## src/lqn_pkg.sv

```systemverilog
`default_nettype none
// ----------------------------------------------------------------------------
// lqn_pkg
// Shared types, tables and helpers for the link parameter negotiator.
// ----------------------------------------------------------------------------
package lqn_pkg;

	typedef enum logic [1:0] {
		ST_OK     = 2'd0,
		ST_BADMSK = 2'd1,
		ST_NOFIT  = 2'd2
	} status_t;

	localparam logic [0:0] REG_BAUD = 1'b0;
	localparam logic [0:0] REG_DISC = 1'b1;

	localparam logic [23:0] BAUD_FLOOR = 24'd115200;
	localparam logic [8:0]  TURN_FORCED_MS = 9'd500;
	localparam logic [3:0]  FRAME_OVERHEAD = 4'd6;

	// Controller commands to the datapath.
	typedef struct packed {
		logic load;   // capture a beat and decode the masks
		logic calc;   // register the request for the present window and size
		logic dec_w;  // reduce the window by one
		logic dec_s;  // step the data size down one table entry
		logic nofit;  // mark the result as not fitting
	} lqn_cmd_t;

	// Datapath status to the controller.
	typedef struct packed {
		logic bad;    // empty or out-of-table mask
		logic fits;   // registered request is within capacity
		logic win_gt1;
		logic size_gt0;
	} lqn_sts_t;

	function automatic logic [3:0] top_bit16(input logic [15:0] m);
		logic [3:0] r;
		r = '0;
		for (int i = 0; i < 16; i++) begin
			if (m[i]) r = 4'(i);
		end
		return r;
	endfunction

	function automatic logic [23:0] baud_of(input logic [3:0] i);
		case (i)
			4'd0: return 24'd2400;
			4'd1: return 24'd9600;
			4'd2: return 24'd19200;
			4'd3: return 24'd38400;
			4'd4: return 24'd57600;
			4'd5: return 24'd115200;
			4'd6: return 24'd576000;
			4'd7: return 24'd1152000;
			4'd8: return 24'd4000000;
			4'd9: return 24'd16000000;
			default: return 24'd0;
		endcase
	endfunction

	function automatic logic [11:0] size_of(input logic [2:0] i);
		case (i)
			3'd0: return 12'd64;
			3'd1: return 12'd128;
			3'd2: return 12'd256;
			3'd3: return 12'd512;
			3'd4: return 12'd1024;
			3'd5: return 12'd2048;
			default: return 12'd0;
		endcase
	endfunction

	function automatic logic [5:0] bofs_of(input logic [2:0] i);
		case (i)
			3'd0: return 6'd48;
			3'd1: return 6'd24;
			3'd2: return 6'd12;
			3'd3: return 6'd5;
			3'd4: return 6'd3;
			3'd5: return 6'd2;
			3'd6: return 6'd1;
			default: return 6'd0;
		endcase
	endfunction

	function automatic logic [13:0] minturn_of(input logic [2:0] i);
		case (i)
			3'd0: return 14'd10000;
			3'd1: return 14'd5000;
			3'd2: return 14'd1000;
			3'd3: return 14'd500;
			3'd4: return 14'd100;
			3'd5: return 14'd50;
			3'd6: return 14'd10;
			default: return 14'd0;
		endcase
	endfunction

	function automatic logic [5:0] disc_of(input logic [2:0] i);
		case (i)
			3'd0: return 6'd3;
			3'd1: return 6'd8;
			3'd2: return 6'd12;
			3'd3: return 6'd16;
			3'd4: return 6'd20;
			3'd5: return 6'd25;
			3'd6: return 6'd30;
			default: return 6'd40;
		endcase
	endfunction

	function automatic logic [8:0] maxturn_of(input logic [1:0] i);
		case (i)
			2'd0: return 9'd500;
			2'd1: return 9'd250;
			2'd2: return 9'd100;
			default: return 9'd50;
		endcase
	endfunction

	function automatic logic [19:0] cap_of(input logic [3:0] b, input logic [1:0] t);
		logic [19:0] r;
		r = '0;
		case (b)
			4'd0: r = (t == 2'd0) ? 20'd100 : 20'd0;
			4'd1: r = (t == 2'd0) ? 20'd400 : 20'd0;
			4'd2: r = (t == 2'd0) ? 20'd800 : 20'd0;
			4'd3: r = (t == 2'd0) ? 20'd1600 : 20'd0;
			4'd4: r = (t == 2'd0) ? 20'd2360 : 20'd0;
			4'd5: begin
				case (t)
					2'd0: r = 20'd4800;
					2'd1: r = 20'd2400;
					2'd2: r = 20'd960;
					default: r = 20'd480;
				endcase
			end
			4'd6: begin
				case (t)
					2'd0: r = 20'd28800;
					2'd1: r = 20'd11520;
					2'd2: r = 20'd5760;
					default: r = 20'd2880;
				endcase
			end
			4'd7: begin
				case (t)
					2'd0: r = 20'd57600;
					2'd1: r = 20'd28800;
					2'd2: r = 20'd11520;
					default: r = 20'd5760;
				endcase
			end
			4'd8: begin
				case (t)
					2'd0: r = 20'd200000;
					2'd1: r = 20'd100000;
					2'd2: r = 20'd40000;
					default: r = 20'd20000;
				endcase
			end
			4'd9: begin
				case (t)
					2'd0: r = 20'd800000;
					2'd1: r = 20'd400000;
					2'd2: r = 20'd160000;
					default: r = 20'd80000;
				endcase
			end
			default: r = '0;
		endcase
		return r;
	endfunction

	// Min-turn byte term: baud * min_turn_us / 10^7, rounded down, for every
	// table pair. Each row holds the ten baud rates, the fastest on the left.
	function automatic logic [14:0] turn_bytes_of(input logic [3:0] b,
			input logic [2:0] m);
		logic [9:0][14:0] row;
		case (m)
			3'd0: row = {15'd16000, 15'd4000, 15'd1152, 15'd576, 15'd115,
				15'd57, 15'd38, 15'd19, 15'd9, 15'd2};
			3'd1: row = {15'd8000, 15'd2000, 15'd576, 15'd288, 15'd57,
				15'd28, 15'd19, 15'd9, 15'd4, 15'd1};
			3'd2: row = {15'd1600, 15'd400, 15'd115, 15'd57, 15'd11,
				15'd5, 15'd3, 15'd1, 15'd0, 15'd0};
			3'd3: row = {15'd800, 15'd200, 15'd57, 15'd28, 15'd5,
				15'd2, 15'd1, 15'd0, 15'd0, 15'd0};
			3'd4: row = {15'd160, 15'd40, 15'd11, 15'd5, 15'd1,
				15'd0, 15'd0, 15'd0, 15'd0, 15'd0};
			3'd5: row = {15'd80, 15'd20, 15'd5, 15'd2, 15'd0,
				15'd0, 15'd0, 15'd0, 15'd0, 15'd0};
			3'd6: row = {15'd16, 15'd4, 15'd1, 15'd0, 15'd0,
				15'd0, 15'd0, 15'd0, 15'd0, 15'd0};
			default: row = '0;
		endcase
		return (b <= 4'd9) ? row[b] : 15'd0;
	endfunction

endpackage
`default_nettype wire

```

## src/lqn_ctrl.sv

```systemverilog
`default_nettype none
// ----------------------------------------------------------------------------
// lqn_ctrl
// Sequencer for the negotiation: decode, then reduce until the request fits, a mask is bad or no step is left.
// ----------------------------------------------------------------------------
module lqn_ctrl (
	input  wire logic           clk,
	input  wire logic           arst_n,
	input  wire logic           in_valid,
	output logic                in_stall,
	output logic                out_valid,
	input  wire logic           out_stall,
	output lqn_pkg::lqn_cmd_t   cmd,
	input  wire lqn_pkg::lqn_sts_t sts
);

	typedef enum logic [2:0] {
		S_IDLE, S_CHECK, S_CALC, S_TEST, S_DONE
	} state_t;

	state_t state_q;
	logic   take;

	assign in_stall = (state_q != S_IDLE);
	assign take = in_valid && !in_stall;

	// Command decode from the present state. The request register is
	// refreshed after decode of a good mask and in every CALC cycle.
	always_comb begin
		cmd = '0;
		cmd.load = take;
		case (state_q)
			S_CHECK: cmd.calc = !sts.bad;
			S_CALC: cmd.calc = 1'b1;
			S_TEST: begin
				if (!sts.fits) begin
					if (sts.win_gt1) cmd.dec_w = 1'b1;
					else if (sts.size_gt0) cmd.dec_s = 1'b1;
					else cmd.nofit = 1'b1;
				end
			end
			default: ;
		endcase
	end

	// State and the registered valid of the output beat.
	always_ff @(posedge clk or negedge arst_n) begin
		if (!arst_n) begin
			state_q <= S_IDLE;
			out_valid <= 1'b0;
		end else begin
			case (state_q)
				S_IDLE: if (take) state_q <= S_CHECK;
				S_CHECK: begin
					if (sts.bad) begin
						state_q <= S_DONE;
						out_valid <= 1'b1;
					end else state_q <= S_TEST;
				end
				S_CALC: state_q <= S_TEST;
				S_TEST: begin
					if (sts.fits || (!sts.win_gt1 && !sts.size_gt0)) begin
						state_q <= S_DONE;
						out_valid <= 1'b1;
					end else state_q <= S_CALC;
				end
				S_DONE: begin
					if (!out_stall) begin
						state_q <= S_IDLE;
						out_valid <= 1'b0;
					end
				end
				default: state_q <= S_IDLE;
			endcase
		end
	end

endmodule
`default_nettype wire

```

## src/lqn_dp.sv

```systemverilog
`default_nettype none
// ----------------------------------------------------------------------------
// lqn_dp
// Datapath: local mask registers, decode, request arithmetic and results.
// ----------------------------------------------------------------------------
module lqn_dp (
	input  wire logic          clk,
	input  wire logic          arst_n,
	input  wire logic          cfg_we,
	input  wire logic          cfg_index,
	input  wire logic [9:0]    cfg_data,
	input  wire logic          calc_en,
	input  wire lqn_pkg::lqn_cmd_t cmd,
	output lqn_pkg::lqn_sts_t  sts,
	input  wire logic [15:0]   peer_baud_mask,
	input  wire logic [7:0]    peer_disc_mask,
	input  wire logic [7:0]    peer_maxturn_mask,
	input  wire logic [7:0]    peer_datasize_mask,
	input  wire logic [7:0]    peer_window_mask,
	input  wire logic [7:0]    peer_bofs_mask,
	input  wire logic [7:0]    peer_minturn_mask,
	output logic [9:0]         agreed_baud_mask,
	output logic [7:0]         agreed_disc_mask,
	output logic [23:0]        baud_bps,
	output logic [11:0]        frame_bytes,
	output logic [3:0]         window_frames,
	output logic [5:0]         extra_bofs,
	output logic [13:0]        min_turn_us,
	output logic [8:0]         max_turn_ms,
	output logic [5:0]         disc_seconds,
	output logic [1:0]         status
);

	logic [9:0]  loc_baud_q;
	logic [7:0]  loc_disc_q;
	logic [3:0]  ib_q;
	logic [2:0]  is_q;
	logic [3:0]  win_q;
	logic [5:0]  bofs_q;
	logic [14:0] tbytes_q;
	logic [19:0] cap_q;
	logic        bad_q;
	logic [20:0] req_q;
	logic [1:0]  status_q;

	// Local capability registers.
	always_ff @(posedge clk or negedge arst_n) begin
		if (!arst_n) begin
			loc_baud_q <= 10'h3FF;
			loc_disc_q <= 8'h07;
		end else if (cfg_we) begin
			if (cfg_index == lqn_pkg::REG_BAUD) loc_baud_q <= cfg_data;
			else loc_disc_q <= cfg_data[7:0];
		end
	end

	// Decode of the accepted beat.
	logic [9:0] bm;
	logic [7:0] dm;
	logic [3:0] ib, id, it, is, iw, io, im;
	logic       bad;
	logic [1:0] ti;
	always_comb begin
		bm = peer_baud_mask[9:0] & loc_baud_q;
		dm = peer_disc_mask & loc_disc_q;
		ib = lqn_pkg::top_bit16({6'd0, bm});
		id = lqn_pkg::top_bit16({8'd0, dm});
		it = lqn_pkg::top_bit16({8'd0, peer_maxturn_mask});
		is = lqn_pkg::top_bit16({8'd0, peer_datasize_mask});
		iw = lqn_pkg::top_bit16({8'd0, peer_window_mask});
		io = lqn_pkg::top_bit16({8'd0, peer_bofs_mask});
		im = lqn_pkg::top_bit16({8'd0, peer_minturn_mask});
		bad = (bm == '0) || (dm == '0) || (peer_maxturn_mask == '0) ||
			(peer_datasize_mask == '0) || (peer_window_mask == '0) ||
			(peer_bofs_mask == '0) || (peer_minturn_mask == '0) ||
			(it > 4'd3) || (is > 4'd5);
		ti = it[1:0];
		if (lqn_pkg::baud_of(ib) < lqn_pkg::BAUD_FLOOR) ti = 2'd0;
	end

	always_ff @(posedge clk) begin
		if (cmd.load) begin
			agreed_baud_mask <= bm;
			agreed_disc_mask <= dm;
			bad_q <= bad;
			ib_q <= ib;
			is_q <= is[2:0];
			win_q <= iw + 4'd1;
			bofs_q <= lqn_pkg::bofs_of(io[2:0]);
			tbytes_q <= lqn_pkg::turn_bytes_of(ib, im[2:0]);
			cap_q <= lqn_pkg::cap_of(ib, ti);
			baud_bps <= bad ? 24'd0 : lqn_pkg::baud_of(ib);
			min_turn_us <= bad ? 14'd0 : lqn_pkg::minturn_of(im[2:0]);
			max_turn_ms <= bad ? 9'd0 : lqn_pkg::maxturn_of(ti);
			disc_seconds <= bad ? 6'd0 : lqn_pkg::disc_of(id[2:0]);
			extra_bofs <= bad ? 6'd0 : lqn_pkg::bofs_of(io[2:0]);
			status_q <= bad ? lqn_pkg::ST_BADMSK : lqn_pkg::ST_OK;
		end else begin
			if (cmd.dec_w) win_q <= win_q - 4'd1;
			if (cmd.dec_s) is_q <= is_q - 3'd1;
			if (cmd.nofit) status_q <= lqn_pkg::ST_NOFIT;
		end
	end

	// Request: window times per-frame bytes, plus the min-turn bytes.
	logic [12:0] per_frame;
	assign per_frame = 13'(lqn_pkg::size_of(is_q)) + 13'(lqn_pkg::FRAME_OVERHEAD)
		+ 13'(bofs_q);
	always_ff @(posedge clk) begin
		if (calc_en) req_q <= 21'(win_q) * 21'(per_frame) + 21'(tbytes_q);
	end

	assign sts.bad = bad_q;
	assign sts.fits = (req_q <= 21'(cap_q));
	assign sts.win_gt1 = (win_q > 4'd1);
	assign sts.size_gt0 = (is_q != 3'd0);

	assign frame_bytes = bad_q ? 12'd0 : lqn_pkg::size_of(is_q);
	assign window_frames = bad_q ? 4'd0 : win_q;
	assign status = status_q;

endmodule
`default_nettype wire

```

## src/link_qos_negotiator.sv

```systemverilog
`default_nettype none
// ----------------------------------------------------------------------------
// link_qos_negotiator
// Settles link parameters of one connection from decoded peer capability masks.
// ----------------------------------------------------------------------------
// The accepted beat is decoded into registers; in CHECK a bad mask ends the
// item, else the request is registered and tested in TEST. Each window or
// data size reduction step goes through CALC back to TEST; at most 12
// reductions. One beat is in work at a time; the next is taken once the
// result beat is accepted. Reset clears the sequencer and loads the local
// masks with all baud rates and the three shortest disconnect times.
module link_qos_negotiator (
	input  wire logic        clk,
	input  wire logic        arst_n,
	input  wire logic        cfg_we,
	input  wire logic        cfg_index,
	input  wire logic [9:0]  cfg_data,
	input  wire logic        in_valid,
	output logic             in_stall,
	input  wire logic [15:0] peer_baud_mask,
	input  wire logic [7:0]  peer_disc_mask,
	input  wire logic [7:0]  peer_maxturn_mask,
	input  wire logic [7:0]  peer_datasize_mask,
	input  wire logic [7:0]  peer_window_mask,
	input  wire logic [7:0]  peer_bofs_mask,
	input  wire logic [7:0]  peer_minturn_mask,
	output logic             out_valid,
	input  wire logic        out_stall,
	output logic [9:0]       agreed_baud_mask,
	output logic [7:0]       agreed_disc_mask,
	output logic [23:0]      baud_bps,
	output logic [11:0]      frame_bytes,
	output logic [3:0]       window_frames,
	output logic [5:0]       extra_bofs,
	output logic [13:0]      min_turn_us,
	output logic [8:0]       max_turn_ms,
	output logic [5:0]       disc_seconds,
	output logic [1:0]       status
);

	lqn_pkg::lqn_cmd_t cmd;
	lqn_pkg::lqn_sts_t sts;
	logic calc_en;

	// The request is recomputed after decode of a good mask and after each reduction step.
	assign calc_en = cmd.calc;

	lqn_ctrl u_ctrl (
		.clk(clk), .arst_n(arst_n),
		.in_valid(in_valid), .in_stall(in_stall),
		.out_valid(out_valid), .out_stall(out_stall),
		.cmd(cmd), .sts(sts)
	);

	lqn_dp u_dp (
		.clk(clk), .arst_n(arst_n),
		.cfg_we(cfg_we), .cfg_index(cfg_index), .cfg_data(cfg_data),
		.calc_en(calc_en), .cmd(cmd), .sts(sts),
		.peer_baud_mask(peer_baud_mask), .peer_disc_mask(peer_disc_mask),
		.peer_maxturn_mask(peer_maxturn_mask),
		.peer_datasize_mask(peer_datasize_mask),
		.peer_window_mask(peer_window_mask), .peer_bofs_mask(peer_bofs_mask),
		.peer_minturn_mask(peer_minturn_mask),
		.agreed_baud_mask(agreed_baud_mask), .agreed_disc_mask(agreed_disc_mask),
		.baud_bps(baud_bps), .frame_bytes(frame_bytes),
		.window_frames(window_frames), .extra_bofs(extra_bofs),
		.min_turn_us(min_turn_us), .max_turn_ms(max_turn_ms),
		.disc_seconds(disc_seconds), .status(status)
	);

endmodule
`default_nettype wire

```

## config.mk

```make
export PLATFORM = sky130hd
export DESIGN_NAME = link_qos_negotiator
export DESIGN_NICKNAME = d
export VERILOG_FILES = /design/src/lqn_pkg.sv /design/src/lqn_ctrl.sv /design/src/lqn_dp.sv /design/src/link_qos_negotiator.sv
export SDC_FILE = /design/constraint.sdc
export NUM_CORES = 1
export LEC_CHECK = 0
export ABC_AREA = 1
export BUFFER_PORTS_ARGS = -buffer_cell sky130_fd_sc_hd__buf_4
export CORE_ASPECT_RATIO = 1.2
export CORE_MARGIN = 2
export CORE_UTILIZATION = 44
export DETAILED_ROUTE_END_ITERATION = 12
export PLACE_DENSITY = 0.65
export SYNTH_ARGS = -nofsm -noshare
export SYNTH_HDL_FRONTEND = slang
export SYNTH_SLANG_ARGS = --single-unit
```

## constraint.sdc

```tcl
create_clock -name clk -period 5.2 [get_ports clk]
set_input_delay 0.78 -clock clk [delete_from_list [all_inputs] [get_ports clk]]
set_output_delay 0.78 -clock clk [all_outputs]
set_load 0.05 [all_outputs]
```

==> Flow_metrics.wiki <==
{| class="wikitable"
! Metric !! Value
|-
| Share of the synthesized area in the top cell type || 38.0%
|-
| Die Y || 171 um
|-
| Proportion of layout cells with a drive suffix above 1 || 22.4%
|-
| Fin crit share || 93.8%
|-
| Worst-case clock skew || 0.0163 ns
|-
| Buffers on Ports || 155
|-
| Largest net degree at the start of global routing || 65
|-
| Clock root buffer || sky130_fd_sc_hd__clkbuf_16
|-
| RSZ-0062 raised after global routing || no
|-
| WP data required || 5.36 ns
|-
| Area of combinational cells with multiple inputs || 4820 um2
|-
| Final routed DRC violation total || 0
|-
| Mapped Avg Cell Area || 9.19 um2
|-
| Worst-case vdd ir drop || 0.295 mV
|-
| Total negative slack || 0 ns
|-
| Post-synthesis cell area || 10300 um2
|-
| Final Max Tran Viols || 0
|-
| Worst setup SP type || register
|-
| Crit path kind || register to register
|-
| Number of rows created at floorplan || 61
|-
| Die width || 144 um
|-
| Via count of the first global-routing pass || 7985
|-
| Capturing element type of the critical path || register
|-
| Most used standard cells in the synthesized netlist || 194 x sky130_fd_sc_hd__inv_1, 182 x sky130_fd_sc_hd__nand2_1, 130 x sky130_fd_sc_hd__edfxtp_1, 117 x sky130_fd_sc_hd__nor2_1, 62 x sky130_fd_sc_hd__ha_1
|-
| Cell types with the largest area share after synthesis || sky130_fd_sc_hd__edfxtp_1 38%, sky130_fd_sc_hd__ha_1 7.5%, sky130_fd_sc_hd__inv_1 7.1%, sky130_fd_sc_hd__fa_1 6.8%, sky130_fd_sc_hd__nand2_1 6.6%
|-
| Number of antenna violations at the first check in global routing || 0
|-
| Critical-path cell list || inv_1 -> ha_1 -> inv_1 -> nor2_2 -> nand4_1 -> nor2_2 -> xor2_1 -> inv_1 -> nor2_1 -> fa_1 -> fa_1 -> inv_1 -> fa_1 -> inv_1 -> ha_1 -> a21oi_1 -> o21a_1 -> nand3_1 -> a21oi_2 -> o21ai_0 -> xor2_1
|-
| CTS clock-pin slew for the worst setup and hold paths || 0.07 ns
|-
| CTS sink count || 152
|-
| Clock latency of the later-clocked register in the worst-skew pair || 0.43 ns
|-
| MaxCap Viol Count || 0
|-
| Max frequency || 205 MHz
|-
| Clock Path Buffers || 2
|-
| First-pass GRT wire length || 39.3 mm
|-
| Pwr/cell area || 545 nW/um2
|-
| Total Nets Final || 1452
|-
| GR Util All Layers || 20.6%
|-
| Routed wire length || 24.1 mm
|-
| TritonCTS clock tree || yes
|-
| Mapped Cells || 1118
|-
| Commonest register cell after synthesis || sky130_fd_sc_hd__edfxtp_1
|-
| Most common cell type on the critical path || sky130_fd_sc_hd__inv_1
|-
| FILL cells || 2195
|-
| Share of the core filled with cells in the final layout || 53.1%
|-
| Share of flip-flops with an asynchronous set or reset after synthesis || 14.5%
|-
| Minimum period implied by the final worst setup slack || 4.88 ns
|-
| Largest fanout of any net on the critical path || 5
|-
| Floorplan die area || 24600 um2
|-
| Crit-path max cell delay || 0.55 ns
|-
| Most frequent cell after synthesis || sky130_fd_sc_hd__inv_1
|-
| Routed Antenna Nets || 0
|-
| Residual overflow from global routing || 0
|-
| Final setup violating endpoints || 0
|-
| Fin. Hold Viols || 0
|-
| Crit-path slowest cell || sky130_fd_sc_hd__fa_1
|-
| Initial core utilization || 44.6%
|-
| Tightest Hold Check Type || input pin to async pin
|-
| Post-Place Cell Area || 11700 um2
|-
| Count of boundary I/O pins || 177
|-
| Count of flip-flops with a built-in enable after synthesis || 130
|-
| Count of vias placed by the detailed router || 7864
|-
| Data arrival, critical path || 5.04 ns
|-
| Total half-perimeter wirelength after legalization and detailed placement || 19.1 mm
|-
| Mean number of vias per cell || 4.91
|-
| Count of TritonRoute iterations in the first routing pass || 5
|-
| Sequential cell area || 4470 um2
|-
| Syn-to-layout area delta || 19.2%
|-
| # diodes || 0
|-
| Yosys top cell by area || sky130_fd_sc_hd__edfxtp_1
|-
| Yosys warnings || 0
|-
| Leak || 5.77 nW
|-
| Part of the Yosys area used for sequential elements || 43.5%
|-
| Number of CTS-inserted buffers || 17
|-
| H-tree level count || 4
|-
| Post-DR wirelength/cell || 15.0 um
|-
| Synthesis-stage register bit count || 152
|-
| Slew HR || 43.0%
|-
| Number of DRC markers in iteration 0 || 601
|-
| Worst-Margin Slew || 0.848 ns
|-
| Number of different library cells in the post-synthesis netlist || 57
|-
| Non-Filler Cell Area, Final || 12200 um2
|-
| GPL Wtd Cong || 0.908
|-
| Placeable core area || 23000 um2
|-
| Run status || finished clean
|}
[worst max-delay path, delay by kind of cell (launching register included)]
family / cells / cell delay, ns
fa+ha+maj: 5 / 2.02
flops: 1 / 0.45
xor+xnor: 2 / 0.35
buf+inv: 5 / 0.39
simple gates: 5 / 0.73
compound gates: 4 / 0.67
[per-layer routing]
layer / global-route usage [%] / share of wire, % / vias up
li1: - / - / 3949
met1: 24.5 / 40 / 3637
met2: 35.2 / 50 / 234
met3: 5.32 / 6.1 / 44
met4: 8.61 / 3.5 / 0
met5: 0 / 0 / -
[cell families after synthesis]
| logic type | share of synthesized area [%] |
|---|---|
| simple gates | 19.8 |
| buf+inv | 10.3 |
| compound gates | 9.98 |
| flops | 43.5 |
| fa+ha+maj | 14.4 |
| xor+xnor | 1.62 |
| mux | 0.316 |
| other cells | 0.0731 |
[where the power goes]
part	switching, W	internal (W)
Clock	0.000513	0.000712
Combinational	0.00228	0.00122
Sequential	0.000136	0.00182
[area by class of cell]
cell class | instances | share of cell area (%)
multi-input combinational | 738 | 39.4
timing repair buffer | 157 | 9.62
clock inverter | 13 | 1.19
clock buffer | 19 | 3.53
inverter | 209 | 6.57
tap | 315 | 3.22
sequential | 152 | 36.5
[registers in the layout (all words and copies together), names as in the netlist]
register and count:
u_dp.cap_q 18, u_dp.req_q 18, u_dp.baud_bps 15, u_dp.tbytes_q 14, u_dp.min_turn_us 11, u_dp.agreed_baud_mask 10
u_dp.loc_baud_q 10, u_dp.agreed_disc_mask 8, u_dp.loc_disc_q 8, u_dp.max_turn_ms 8, u_dp.bofs_q 6, u_dp.disc_seconds 6
u_dp.extra_bofs 6, u_dp.win_q 4, u_ctrl.state_q 3, u_dp.is_q 3, u_dp.status 2, u_ctrl.out_valid 1
u_dp.bad_q 1
[cells in the final DEF (no fill, tap or decap), types with 14 or more instances in the layout]
cell	instances
sky130_fd_sc_hd__conb_1	20
sky130_fd_sc_hd__nand2_2	14
sky130_fd_sc_hd__clkbuf_16	17
sky130_fd_sc_hd__inv_1	193
sky130_fd_sc_hd__o21ai_0	53
sky130_fd_sc_hd__edfxtp_1	130
sky130_fd_sc_hd__nor3_1	19
sky130_fd_sc_hd__nand3_1	37
sky130_fd_sc_hd__fa_1	35
sky130_fd_sc_hd__buf_4	157
sky130_fd_sc_hd__nor2_1	115
sky130_fd_sc_hd__nand2_1	182
sky130_fd_sc_hd__a21oi_1	51
sky130_fd_sc_hd__ha_1	62
[timing repair]
item	4_1_cts	5_1_grt
buffers inserted	0	0
resized for setup	0	3
hold buffers	0	0
endpoints found under the setup margin	0	3
[final timing paths]
check	from	to	slack [ns]	cells after the start
max in group asynchronous	arst_n	u_dp.loc_baud_q[9]	4.65	1
worst max-delay path	u_dp.is_q[0]	u_dp.req_q[15]	0.32	21
min in group clk	u_ctrl.out_valid	u_ctrl.out_valid	0.48	2
worst max register to register	u_dp.is_q[0]	u_dp.req_q[15]	0.32	21
worst min register to register	u_ctrl.out_valid	u_ctrl.out_valid	0.48	2
worst min-delay path	arst_n	u_dp.loc_disc_q[6]	0.24	1
[stage by stage]
stage,hold WS (ns),instances,worst slack [ns],total power (W)
floorplan,0.453,1136,0.659,0.00468
global placement,0.466,1571,0.259,0.00544
detailed placement,0.471,1571,0.151,0.00548
CTS,0.244,1603,0.152,0.00673
global route,0.254,1603,0.0128,0.00725
finish,0.244,1603,0.324,0.00667
(Power assumes the default switching activity.)
